===== src/design/osm_pkg.sv =====
// shared types, codes and defaults for the order statistic multiset
`default_nettype none
package osm_pkg;

	localparam int DEF_CAPACITY   = 64;
	localparam int DEF_COUNT_BITS = 16;
	localparam int KEY_W          = 32;
	localparam int RANK_W         = 22;
	localparam int CNT_OUT_W      = 16;

	localparam logic [1:0] OP_INSERT = 2'd0;
	localparam logic [1:0] OP_REMOVE = 2'd1;
	localparam logic [1:0] OP_COUNT  = 2'd2;
	localparam logic [1:0] OP_SELECT = 2'd3;

	localparam logic [1:0] STAT_OK   = 2'd0;
	localparam logic [1:0] STAT_MISS = 2'd1;
	localparam logic [1:0] STAT_FULL = 2'd2;

	typedef struct packed {
		logic [1:0]              opcode;
		logic signed [KEY_W-1:0] key;
		logic [RANK_W-1:0]       rank;
	} req_t;

	typedef struct packed {
		logic [1:0]              status;
		logic [CNT_OUT_W-1:0]    count;
		logic signed [KEY_W-1:0] value;
	} rsp_t;

	typedef enum logic [2:0] {
		CELL_HOLD,
		CELL_INC,
		CELL_DEC,
		CELL_INS,
		CELL_DEL
	} cell_op_t;

	typedef struct packed {
		cell_op_t op;
		logic     cmp_en;
		logic     adv;
	} cell_ctl_t;

	typedef enum logic [1:0] {
		S_IDLE,
		S_CMP,
		S_APPLY,
		S_WALK
	} state_t;

endpackage
`default_nettype wire


===== src/design/osm_cell.sv =====
// one slot of the sorted chain: key, multiplicity, compare flags and rank token stage
`default_nettype none
module osm_cell import osm_pkg::*; #(
	parameter int COUNT_BITS = DEF_COUNT_BITS,
	parameter int SUM_W      = RANK_W
) (
	input  wire logic                    clk,
	input  wire logic                    arst_n,
	input  wire cell_ctl_t               ctl,
	input  wire logic signed [KEY_W-1:0] key_b,
	input  wire logic                    left_lt,
	input  wire logic signed [KEY_W-1:0] left_key,
	input  wire logic [COUNT_BITS-1:0]   left_cnt,
	input  wire logic signed [KEY_W-1:0] right_key,
	input  wire logic [COUNT_BITS-1:0]   right_cnt,
	input  wire logic                    tok_in,
	input  wire logic [SUM_W-1:0]        res_in,
	output logic signed [KEY_W-1:0]      key,
	output logic [COUNT_BITS-1:0]        cnt,
	output logic                         lt,
	output logic                         eq,
	output logic                         found,
	output logic                         tok_out,
	output logic [SUM_W-1:0]             res_out
);

	logic signed [KEY_W-1:0] key_q;
	logic [COUNT_BITS-1:0]   cnt_q;
	logic                    lt_q, eq_q;
	logic                    tok_q;
	logic [SUM_W-1:0]        res_q;
	logic                    occ;
	logic [SUM_W-1:0]        cnt_ext;

	assign occ     = (cnt_q != '0);
	assign cnt_ext = SUM_W'(cnt_q);

	always_ff @(posedge clk or negedge arst_n) begin
		if (!arst_n) begin
			lt_q <= 1'b0;
			eq_q <= 1'b0;
		end else if (ctl.cmp_en) begin
			lt_q <= occ && (key_q < key_b);
			eq_q <= occ && (key_q == key_b);
		end
	end

	always_ff @(posedge clk or negedge arst_n) begin
		if (!arst_n) begin
			cnt_q <= '0;
		end else begin
			case (ctl.op)
				CELL_INC: begin
					if (eq_q) cnt_q <= cnt_q + 1'b1;
				end
				CELL_DEC: begin
					if (eq_q) cnt_q <= cnt_q - 1'b1;
				end
				CELL_INS: begin
					// the first slot not below the new key takes it, the rest move up
					if (!lt_q) cnt_q <= left_lt ? COUNT_BITS'(1) : left_cnt;
				end
				CELL_DEL: begin
					if (!lt_q) cnt_q <= right_cnt;
				end
				default: begin
				end
			endcase
		end
	end

	always_ff @(posedge clk) begin
		case (ctl.op)
			CELL_INS: begin
				if (!lt_q) key_q <= left_lt ? key_b : left_key;
			end
			CELL_DEL: begin
				if (!lt_q) key_q <= right_key;
			end
			default: begin
			end
		endcase
	end

	// rank token walks one slot per cycle carrying the remaining rank, and holds while ctl.adv is low
	always_ff @(posedge clk or negedge arst_n) begin
		if (!arst_n) begin
			tok_q <= 1'b0;
		end else if (ctl.adv) begin
			tok_q <= tok_in;
		end
	end

	always_ff @(posedge clk) begin
		if (ctl.adv) res_q <= res_in;
	end

	assign found   = tok_q && (res_q < cnt_ext);
	assign tok_out = tok_q && !(res_q < cnt_ext);
	assign res_out = res_q - cnt_ext;
	assign key     = key_q;
	assign cnt     = cnt_q;
	assign lt      = lt_q;
	assign eq      = eq_q;

endmodule
`default_nettype wire


===== config.mk =====
export PLATFORM = sky130hd
export DESIGN_NAME = osm_cell
export DESIGN_NICKNAME = d
export VERILOG_FILES = /design/src/design/osm_pkg.sv /design/src/design/osm_cell.sv
export SDC_FILE = /design/constraint.sdc
export NUM_CORES = 1
export LEC_CHECK = 0
export ABC_CLOCK_PERIOD_IN_PS = 6450
export BUFFER_PORTS_ARGS = -buffer_cell sky130_fd_sc_hd__buf_4
export CAP_MARGIN = 0
export CORE_UTILIZATION = 53
export CTS_CLUSTER_SIZE = 28
export DETAILED_ROUTE_END_ITERATION = 7
export PLACE_DENSITY = 0.95
export SETUP_SLACK_MARGIN = 0.2
export SYNTH_ARGS = -nofsm -noshare
export SYNTH_HDL_FRONTEND = slang
export SYNTH_SLANG_ARGS = --single-unit

===== constraint.sdc =====
create_clock -name clk -period 6.45 [get_ports clk]
set_input_delay 1.29 -clock clk [delete_from_list [all_inputs] [get_ports clk]]
set_output_delay 1.29 -clock clk [all_outputs]
set_load 0.02 [all_outputs]

==> qor.txt, run 1 <==
Status = finished clean
Required time of the critical path = 5.16 ns
Routed vias/inst = 5.94
RSZ-0062 raised after global routing = no
Die Span Y = 104 um
Post-synth top flop = edfxtp_1
Starting Density = 55.8%
Worst Max-Slew Pin Slew = 1.11 ns
WS Path Type = flip-flop to output pin
Routed wire per std cell = 18.6 um
Hold_ws = 0.554 ns
Die X = 104 um
Final worst slack = 1.89 ns
Design Power = 2350 uW
Number of nets in the layout = 1036
Vias in the first global route = 5833
Skew final = 0.0141 ns
Dpl ws = 2.37 ns
Startpoint types = flip-flop
Layout cell share with drive strength beyond 1 = 31.6%
Cell Area, Synth = 5550 um^2
Setup Fix Bufs, Post-CTS = 0
Register area share after synthesis = 37.8%
Synthesized Nets = 814
Setup crit start = cnt[6]
Placement Rows = 36
Core area = 9950 um^2
Hpwl dp = 13800 um
Crit-path max FO = 9
DR DRC count = 0
WL final = 18000 um
DRT Pass-1 Iters = 6
Drt initial violations = 445
Most common cell after layout, fill and taps aside = buf_4
FF-to-FF setup slack = 3.74 ns
Number of synthesized register bits = 73
CTS Sinks = 73
Max-cap violations = 0
Worst R2R Start = key[31]
RR Endpoint = lt
Pwr per Cell Area = 310 nW/um^2
Worst skew pair latency = 0.37 ns
Num ports = 233
CTS Buffer Depth = 2
Post-synth ARST share = 26.0%
Reg2reg path depth = 9
Finished layout cell area = 7600 um^2
EDFF count, synth = 54
GP Congestion = 0.953
First-pass GRT wire length = 28100 um
Largest net degree at the start of global routing = 83
Clk root buf = clkbuf_8
CP Capture Type = output pin
Antenna cell count = 0
Vias = 5732
Final ANT Viol Nets = 0
Initial antenna violation count = 0
Syn. warnings = 0
Most frequent cells in the layout = buf_4 (236), o21ai_0 (71), nand2_1 (61)
CTS clk-pin slew, worst paths = 0.09 ns
Worst setup endpoint = res_out[17]
CP max-delay cell = dfrtp_1
Congestion Overflow GR = 0
Critical Path AT = 3.27 ns
Achievable frequency = 0.219 GHz
H-tree Lvls = 3
Post-synthesis cell type count = 60
GRT Resource Usage Total = 32.7%
Placed Area = 7380 um^2
Worst Hold Class = flip-flop to flip-flop
Setup TNS = 0 ns
Crit path cell chain = inv_1 > ha_1 > and2_1 > nand3_1 > a31oi_1 > o31ai_1 > o21ai_0 > a21boi_0 > xor2_1 > buf_4
Post-CTS Resized = 0
IO Port Bufs = 232
Fin. max-slew vios = 0
VDD IR max = 0.178 mV
P&R area growth vs syn = 36.9%
CTS buffer count = 9
Cells after Synth = 605
Minimum clock period = 4.56 ns
Slowest Stage Delay on Critical Path = 0.52 ns
Final setup viols = 0
Hold_sp = tok_q
Lkg Pwr = 0.00347 uW
CTS Hold Buffers Added = 0
Max-Slew Margin vs Limit = 26.1%
Final Cycle Share = 70.8%
Final hold violations = 0
TritonCTS clock tree = done
Post-Syn Area per Cell = 9.18 um^2
Die Footprint = 10900 um^2
==> registers in the layout, summed over array words and instances, names as in the netlist <==
name,count
key,32
res_q,22
cnt,16
eq,1
lt,1
tok_q,1
==> area by class of cell <==
| type | count | area [um^2] |
|---|---|---|
| fill | 695 | 2350 |
| sequential | 73 | 2100 |
| inverter | 59 | 221 |
| clock buffer | 9 | 124 |
| tap | 133 | 166 |
| timing repair buffer | 236 | 1770 |
| multi-input combinational | 448 | 3130 |
| clock inverter | 7 | 95.1 |
==> worst min-delay path by stage <==
stage          endpoint  slack, ns  cells after the start
2_1_floorplan     tok_q       0.49                      1
3_3_place_gp      tok_q       0.52                      1
3_5_place_dp      tok_q       0.54                      1
4_1_cts           tok_q       0.56                      1
5_1_grt           tok_q       0.57                      1
6_report          tok_q       0.55                      1
==> synth_stat cells (4+ instances only) <==
cell | count | area share (%)
nand2_1 | 61 | 4.1
nor4_1 | 7 | 0.79
nor2_1 | 38 | 2.6
o31ai_1 | 4 | 0.54
dfrtp_1 | 19 | 8.6
a21o_1 | 10 | 1.4
clkbuf_1 | 18 | 1.2
edfxtp_1 | 54 | 29
a221oi_1 | 6 | 0.95
o21ai_0 | 71 | 6.4
a21oi_1 | 23 | 2.1
o21a_1 | 8 | 1.1
nor3_1 | 12 | 1.1
o2bb2ai_1 | 6 | 0.95
ha_1 | 49 | 11
nand4_1 | 15 | 1.7
mux2i_1 | 36 | 6.5
inv_1 | 59 | 4.0
a211oi_1 | 5 | 0.68
and2_1 | 4 | 0.45
xor2_1 | 6 | 0.95
a222oi_1 | 9 | 1.6
xnor2_1 | 15 | 2.4
o41ai_1 | 5 | 0.79
a31oi_1 | 4 | 0.45
nand3_1 | 11 | 0.99
==> where the power goes <==
part / internal [uW] / switching, uW
sequential: 579 / 104
clock: 217 / 193
combinational: 539 / 720
==> stage by stage <==
step                util (%)  instances
finish                  76.4        965
global route            76.4        965
CTS                     76.4        965
detailed placement      74.2        949
global placement        74.2        949
floorplan                  -        605
==> critical path: cells and delay by family, from the launching register on <==
kind / cells / cell delay, ns
fa+ha+maj: 1 / 0.41
simple gates: 2 / 0.35
flops: 1 / 0.52
xor+xnor: 1 / 0.17
buf+inv: 2 / 0.31
compound gates: 4 / 1.16
==> per-layer routing <==
layer | global-route usage [%] | up-vias | share of wire (%)
met4 | 20.7 | 0 | 5.2
met3 | 7.46 | 78 | 8.6
met5 | 0 | - | 0
li1 | - | 2693 | -
met1 | 37.6 | 2623 | 38
met2 | 54.6 | 338 | 48
==> logic make-up (layout without fill, tap and decap cells) <==
group	after synthesis	in the layout	share of synthesized area, %
AO/OA/AOI/OAI	172	172	20.1
AND/OR/NAND/NOR	167	167	14.4
flip-flops	73	73	37.8
XOR/XNOR	21	21	3.31
buffers and inverters	84	311	6.06
multiplexers	38	38	6.90
adder cells (fa/ha/maj)	50	50	11.4
Power figures use the tool's default switching activity.
==> run 2: changes to the inputs <==
ABC_CLOCK_PERIOD_IN_PS = 4600   (was 6450)
CORE_UTILIZATION = 49   (was 53)
PLACE_DENSITY = 0.93   (was 0.95)
clock period = 4.6 ns   (was 6.45 ns; I/O delays follow)
==> run 2 against run 1 <==
Sequential share of layout area down 0.28 points. Worst hold slack worse by 0.072 ns. Die area up 8.0%. Sequential power up 40%. Register-to-register slack worse by 1.8 ns. Via count down 2.0%. Clock skew down 0.0027 ns. Setup slack worse by 1.4 ns. Combinational power up 39%. First-iteration DRC count down 2.5%.
==> qor.txt, run 2 (synthesized netlist as in run 1, its figures left out) <==
Final Cycle Share = 89.9%
Required time of the critical path = 3.68 ns (-1.48 ns)
Num ports = 233 (unchanged)
Slowest Stage Delay on Critical Path = 0.52 ns (about the same)
Final ANT Viol Nets = 0 (unchanged)
GP Congestion = 0.947 (-0.62%)
CTS Buffer Depth = 2 (unchanged)
Cell count after placement = 957 (+0.84%)
Clk root buf = clkbuf_16
Placement Rows = 38 (+5.6%)
Die Span Y = 108 um (+3.9%)
Final hold violations = 0 (unchanged)
Vias in the first global route = 5534 (-5.1%)
WS Path Type = flip-flop to output pin
Hpwl dp = 13400 um (-2.8%)
Non-Filler Instances = 972 (+0.73%)
CTS Hold Buffers Added = 0 (unchanged)
Most common cell after layout, fill and taps aside = buf_4
CP Capture Type = output pin
Dpl ws = 0.832 ns (-1.53 ns)
Die X = 108 um (+3.9%)
WL final = 16900 um (-6.2%)
Fin. max-slew vios = 0 (unchanged)
Reg2reg path depth = 8 (-1)
DRT Pass-1 Iters = 8 (+2)
CTS Sinks = 73 (unchanged)
RSZ-0062 raised after global routing = no
Placed Area = 7390 um^2 (+0.15%)
Die Footprint = 11800 um^2 (+8.0%)
Startpoint types = flip-flop
Initial antenna violation count = 0 (unchanged)
Worst skew pair latency = 0.33 ns (-0.04 ns)
P&R area growth vs syn = 38.3%
Routed vias/inst = 5.78 (-2.7%)
Minimum clock period = 4.14 ns
Starting Density = 50.8% (-5.0 points)
Crit path cell chain = inv_1 > ha_1 > nor2b_1 > o2111ai_1 > a21oi_1 > o31ai_1 > o21ai_0 > a21boi_0 > xor2_1 > buf_4
Lkg Pwr = 0.00352 uW (+1.3%)
Final worst slack = 0.463 ns (-1.42 ns)
Critical Path AT = 3.22 ns (-0.05 ns)
Multi-input gate area = 3120 um^2 (-0.16%)
Layout filler cell count = 871 (+25%)
Finished layout cell area = 7680 um^2 (+1.0%)
GRT Resource Usage Total = 29.4% (-3.3 points)
CTS buffer count = 9 (unchanged)
Setup Fix Bufs, Post-CTS = 0 (unchanged)
Max-cap violations = 0 (unchanged)
CP max-delay cell = dfrtp_1
Storage cell area = 2100 um^2 (unchanged)
Final setup viols = 0 (unchanged)
Vias = 5616 (-2.0%)
CTS clk-pin slew, worst paths = 0.06 ns (-0.03 ns)
Worst Max-Slew Pin Slew = 1.07 ns (-0.0348 ns)
Drt initial violations = 434 (-2.5%)
Status = finished clean
Setup TNS = 0 ns (unchanged)
First-pass GRT wire length = 26700 um (-5.1%)
Core area = 10900 um^2 (+9.9%)
Routed wire per std cell = 17.3 um (-6.9%)
Pwr per Cell Area = 442 nW/um^2 (+43%)
Largest net degree at the start of global routing = 60 (-28%)
IO Port Bufs = 232 (unchanged)
Post-CTS Resized = 0 (unchanged)
Crit-path max FO = 9 (unchanged)
Worst Hold Class = primary input to async pin
Number of nets in the layout = 1037 (+0.097%)
Most frequent cells in the layout = buf_4 (237), o21ai_0 (71), nand2_1 (61)
Achievable frequency = 0.242 GHz
Skew final = 0.0114 ns (-0.00269 ns)
TritonCTS clock tree = done
Core Util, Final = 70.2% (-6.1 points)
Congestion Overflow GR = 0 (unchanged)
Layout cell share with drive strength beyond 1 = 31.5% (-0.12 points)
H-tree Lvls = 3 (unchanged)
VDD IR max = 0.287 mV (+62%)
Antenna cell count = 0 (unchanged)
DR DRC count = 0 (unchanged)
Max-Slew Margin vs Limit = 28.4% (+2.3 points)
Max reg flops = 32 (unchanged)
-- run 2: through the flow --
step | hold WS [ns] | power [uW]
after CTS | 0.483 | 3390
after detailed placement | 0.541 | 2700
after floorplan | 0.488 | 2010
after global routing | 0.494 | 3600
after global placement | 0.533 | 2650
final | 0.482 | 3400
-- run 2: critical path, delay by kind of cell, from the launching register on --
family	cells	cell delay (ns)
fa+ha+maj	1	0.30
simple gates	1	0.15
xor+xnor	1	0.17
compound gates	5	1.47
buf+inv	2	0.30
flops	1	0.52
-- run 2: layout make-up --
cell class                      count  area share [%]
Clock buffer                        9            2.93
Clock inverter                      6           0.782
Inverter                           59            2.88
Multi-Input combinational cell    448            40.6
Sequential cell                    73            27.3
Tap cell                          140            2.28
Timing Repair Buffer              237            23.2
-- run 2: worst paths after layout --
path                                     to  slack (ns)  startpoint
worst min-delay path                 cnt[8]        0.48      arst_n
min in group clk                      tok_q        0.55       tok_q
worst max-delay path            res_out[17]        0.46      cnt[1]
worst min register to register        tok_q        0.55       tok_q
worst max register to register           lt        1.93     key[25]
max in group asynchronous            cnt[1]        3.88      arst_n
-- run 2: report_power, final --
group	switching [uW]	internal [uW]	total, uW
clock	272	414	686
combinational	994	756	1750
sequential	146	814	960
total	1410	1980	3400
-- run 2: routing by layer --
metal | up-vias | GRT usage, % | share of wire, %
met4 | 0 | 13.7 | 3.7
li1 | 2693 | - | -
met3 | 53 | 6.69 | 9.0
met1 | 2590 | 37.1 | 40
met5 | - | 0 | 0
met2 | 280 | 47.6 | 47
==> run 3: changes to the inputs <==
PLACE_DENSITY = 0.82   (was 0.93)
==> run 3 against run 2 <==
Flip-flop and latch count stayed put. Setup slack lost 0.056 ns. Clock skew shrank 0.0068 ns. Critical path type unchanged. Highest routed layer unchanged.
==> qor.txt, run 3 (synthesized netlist as in run 1, its figures left out) <==
Status = finished clean
Antenna cell count = 0 (unchanged)
RSZ-0062 raised after global routing = no
Max-cap violations = 0 (unchanged)
Layout cell share with drive strength beyond 1 = 31.3% (-0.16 points)
Die Span Y = 108 um (unchanged)
IO Port Bufs = 232 (unchanged)
H-tree Lvls = 3 (unchanged)
WL final = 17300 um (+2.6%)
Congestion Overflow GR = 0 (unchanged)
Cell repeated most along the worst path = a21oi_1
CTS buffer count = 9 (unchanged)
Largest net degree at the start of global routing = 82 (+37%)
Hpwl dp = 13500 um (+0.99%)
Most common cell after layout, fill and taps aside = buf_4
Number of nets in the layout = 1037 (unchanged)
Starting Density = 50.8% (unchanged)
Pwr per Cell Area = 445 nW/um^2 (+0.63%)
Placed Area = 7390 um^2 (unchanged)
Finished layout cell area = 7690 um^2 (+0.18%)
CP top delay family = compound AO/OA/AOI/OAI gates
Skew final = 0.00454 ns (-0.00685 ns)
Final Cycle Share = 91.2% (+1.2 points)
Routed vias/inst = 5.82 (+0.80%)
Buffers and inverters on the worst path = 2 (unchanged)
Routed wire per std cell = 17.8 um (+2.5%)
Num ports = 233 (unchanged)
Worst Hold Class = primary input to async pin
Post-CTS Resized = 0 (unchanged)
Vias in the first global route = 5595 (+1.1%)
CTS clk-pin slew, worst paths = 0.06 ns (about the same)
Initial antenna violation count = 0 (unchanged)
Worst skew pair latency = 0.33 ns (about the same)
VDD IR max = 0.434 mV (+51%)
CP Capture Type = output pin
CTS Hold Buffers Added = 0 (unchanged)
TritonCTS clock tree = done
Placement Rows = 38 (unchanged)
GP Congestion = 1.00 (+5.6%)
First-pass GRT wire length = 26600 um (-0.54%)
Final ANT Viol Nets = 0 (unchanged)
DRT Pass-1 Iters = 6 (-2)
Max reg flops = 32 (unchanged)
Setup TNS = 0 ns (unchanged)
Core Util, Final = 70.4% (+0.13 points)
CTS Sinks = 73 (unchanged)
Die X = 108 um (unchanged)
CP max-delay cell = dfrtp_1
Final hold violations = 0 (unchanged)
WS Path Type = flip-flop to output pin
Core area = 10900 um^2 (unchanged)
Required time of the critical path = 3.68 ns (about the same)
Minimum clock period = 4.19 ns (+0.0558 ns)
Crit-path max FO = 9 (unchanged)
Achievable frequency = 0.238 GHz (-1.3%)
CTS Buffer Depth = 2 (unchanged)
Crit path cell chain = inv_1 > ha_1 > nor2b_1 > o2111ai_1 > a21oi_1 > o31ai_1 > o21ai_0 > a21oi_1 > xor2_1 > buf_4
Die Footprint = 11800 um^2 (unchanged)
Critical Path AT = 3.27 ns (+0.05 ns)
Fin. max-slew vios = 0 (unchanged)
Drt initial violations = 369 (-15%)
Clk root buf = clkbuf_16
Design Power = 3420 uW (+0.81%)
DR DRC count = 0 (unchanged)
FF-to-FF setup slack = 1.89 ns (-0.04 ns)
Final setup viols = 0 (unchanged)
Reg2reg path depth = 8 (unchanged)
Startpoint types = flip-flop
Max-Slew Margin vs Limit = 22.7% (-5.7 points)
Most frequent cells in the layout = buf_4 (237), o21ai_0 (71), nand2_1 (61)
P&R area growth vs syn = 38.6%
Vias = 5667 (+0.91%)
Lkg Pwr = 0.00352 uW (+0.24%)
Worst R2R Start = key[31]
Layout filler cell count = 865 (-0.69%)
Worst Max-Slew Pin Slew = 1.16 ns (+0.0858 ns)
RR Endpoint = lt
Setup Fix Bufs, Post-CTS = 0 (unchanged)
GRT Resource Usage Total = 29.6% (+0.21 points)
Slowest Stage Delay on Critical Path = 0.51 ns (about the same)
==> run 3: cell count changes in the layout (fill, tap and decap cells not counted) <==
cell / previous run / this run
clkinvlp_4: 1 / 0
clkinv_4: 1 / 0
clkinv_2: 2 / 1
clkbuf_8: 0 / 2
clkbuf_1: 0 / 2
==> run 3: cell type report <==
class / instances / area (um^2) / area share [%]
multi-input combinational: 448 / 3120 / 40.6
sequential: 73 / 2100 / 27.3
timing repair buffer: 237 / 1780 / 23.1
clock buffer: 13 / 260 / 3.38
inverter: 59 / 221 / 2.88
tap: 140 / 175 / 2.28
clock inverter: 3 / 38.8 / 0.504
==> run 3: metrics by stage <==
| stage | std cells | hold slack [ns] | setup slack [ns] |
|---|---|---|---|
| final | 973 | 0.468 | 0.407 |
| after global routing | 973 | 0.477 | 0.218 |
| after CTS | 973 | 0.468 | 0.432 |
| after detailed placement | 957 | 0.564 | 0.807 |
| after global placement | 957 | 0.534 | 0.888 |
| after floorplan | 605 | 0.488 | 0.988 |
==> run 3: per-layer routing <==
metal  part of all wire, %  track usage [%]  wire [um]
met4                   4.4             16.3        769
met2                    48             50.2       8260
met3                   8.1             5.36       1400
met5                     0                0          0
met1                    40             35.4       6880
==> run 3: worst max path at each step <==
| stage | startpoint | end | slack, ns | depth (start not counted) |
|---|---|---|---|---|
| detailed placement | cnt[1] | res_out[21] | 0.81 | 10 |
| floorplan | cnt[2] | res_out[20] | 0.99 | 10 |
| CTS | cnt[1] | res_out[21] | 0.43 | 10 |
| finish | cnt[1] | res_out[21] | 0.41 | 10 |
| global route | cnt[1] | res_out[21] | 0.22 | 10 |
| global placement | cnt[1] | res_out[21] | 0.89 | 10 |
==> run 3: report_power, final <==
group	switching (uW)	internal, uW
sequential	149	814
combinational	994	756
clock	263	447
total	1410	2020
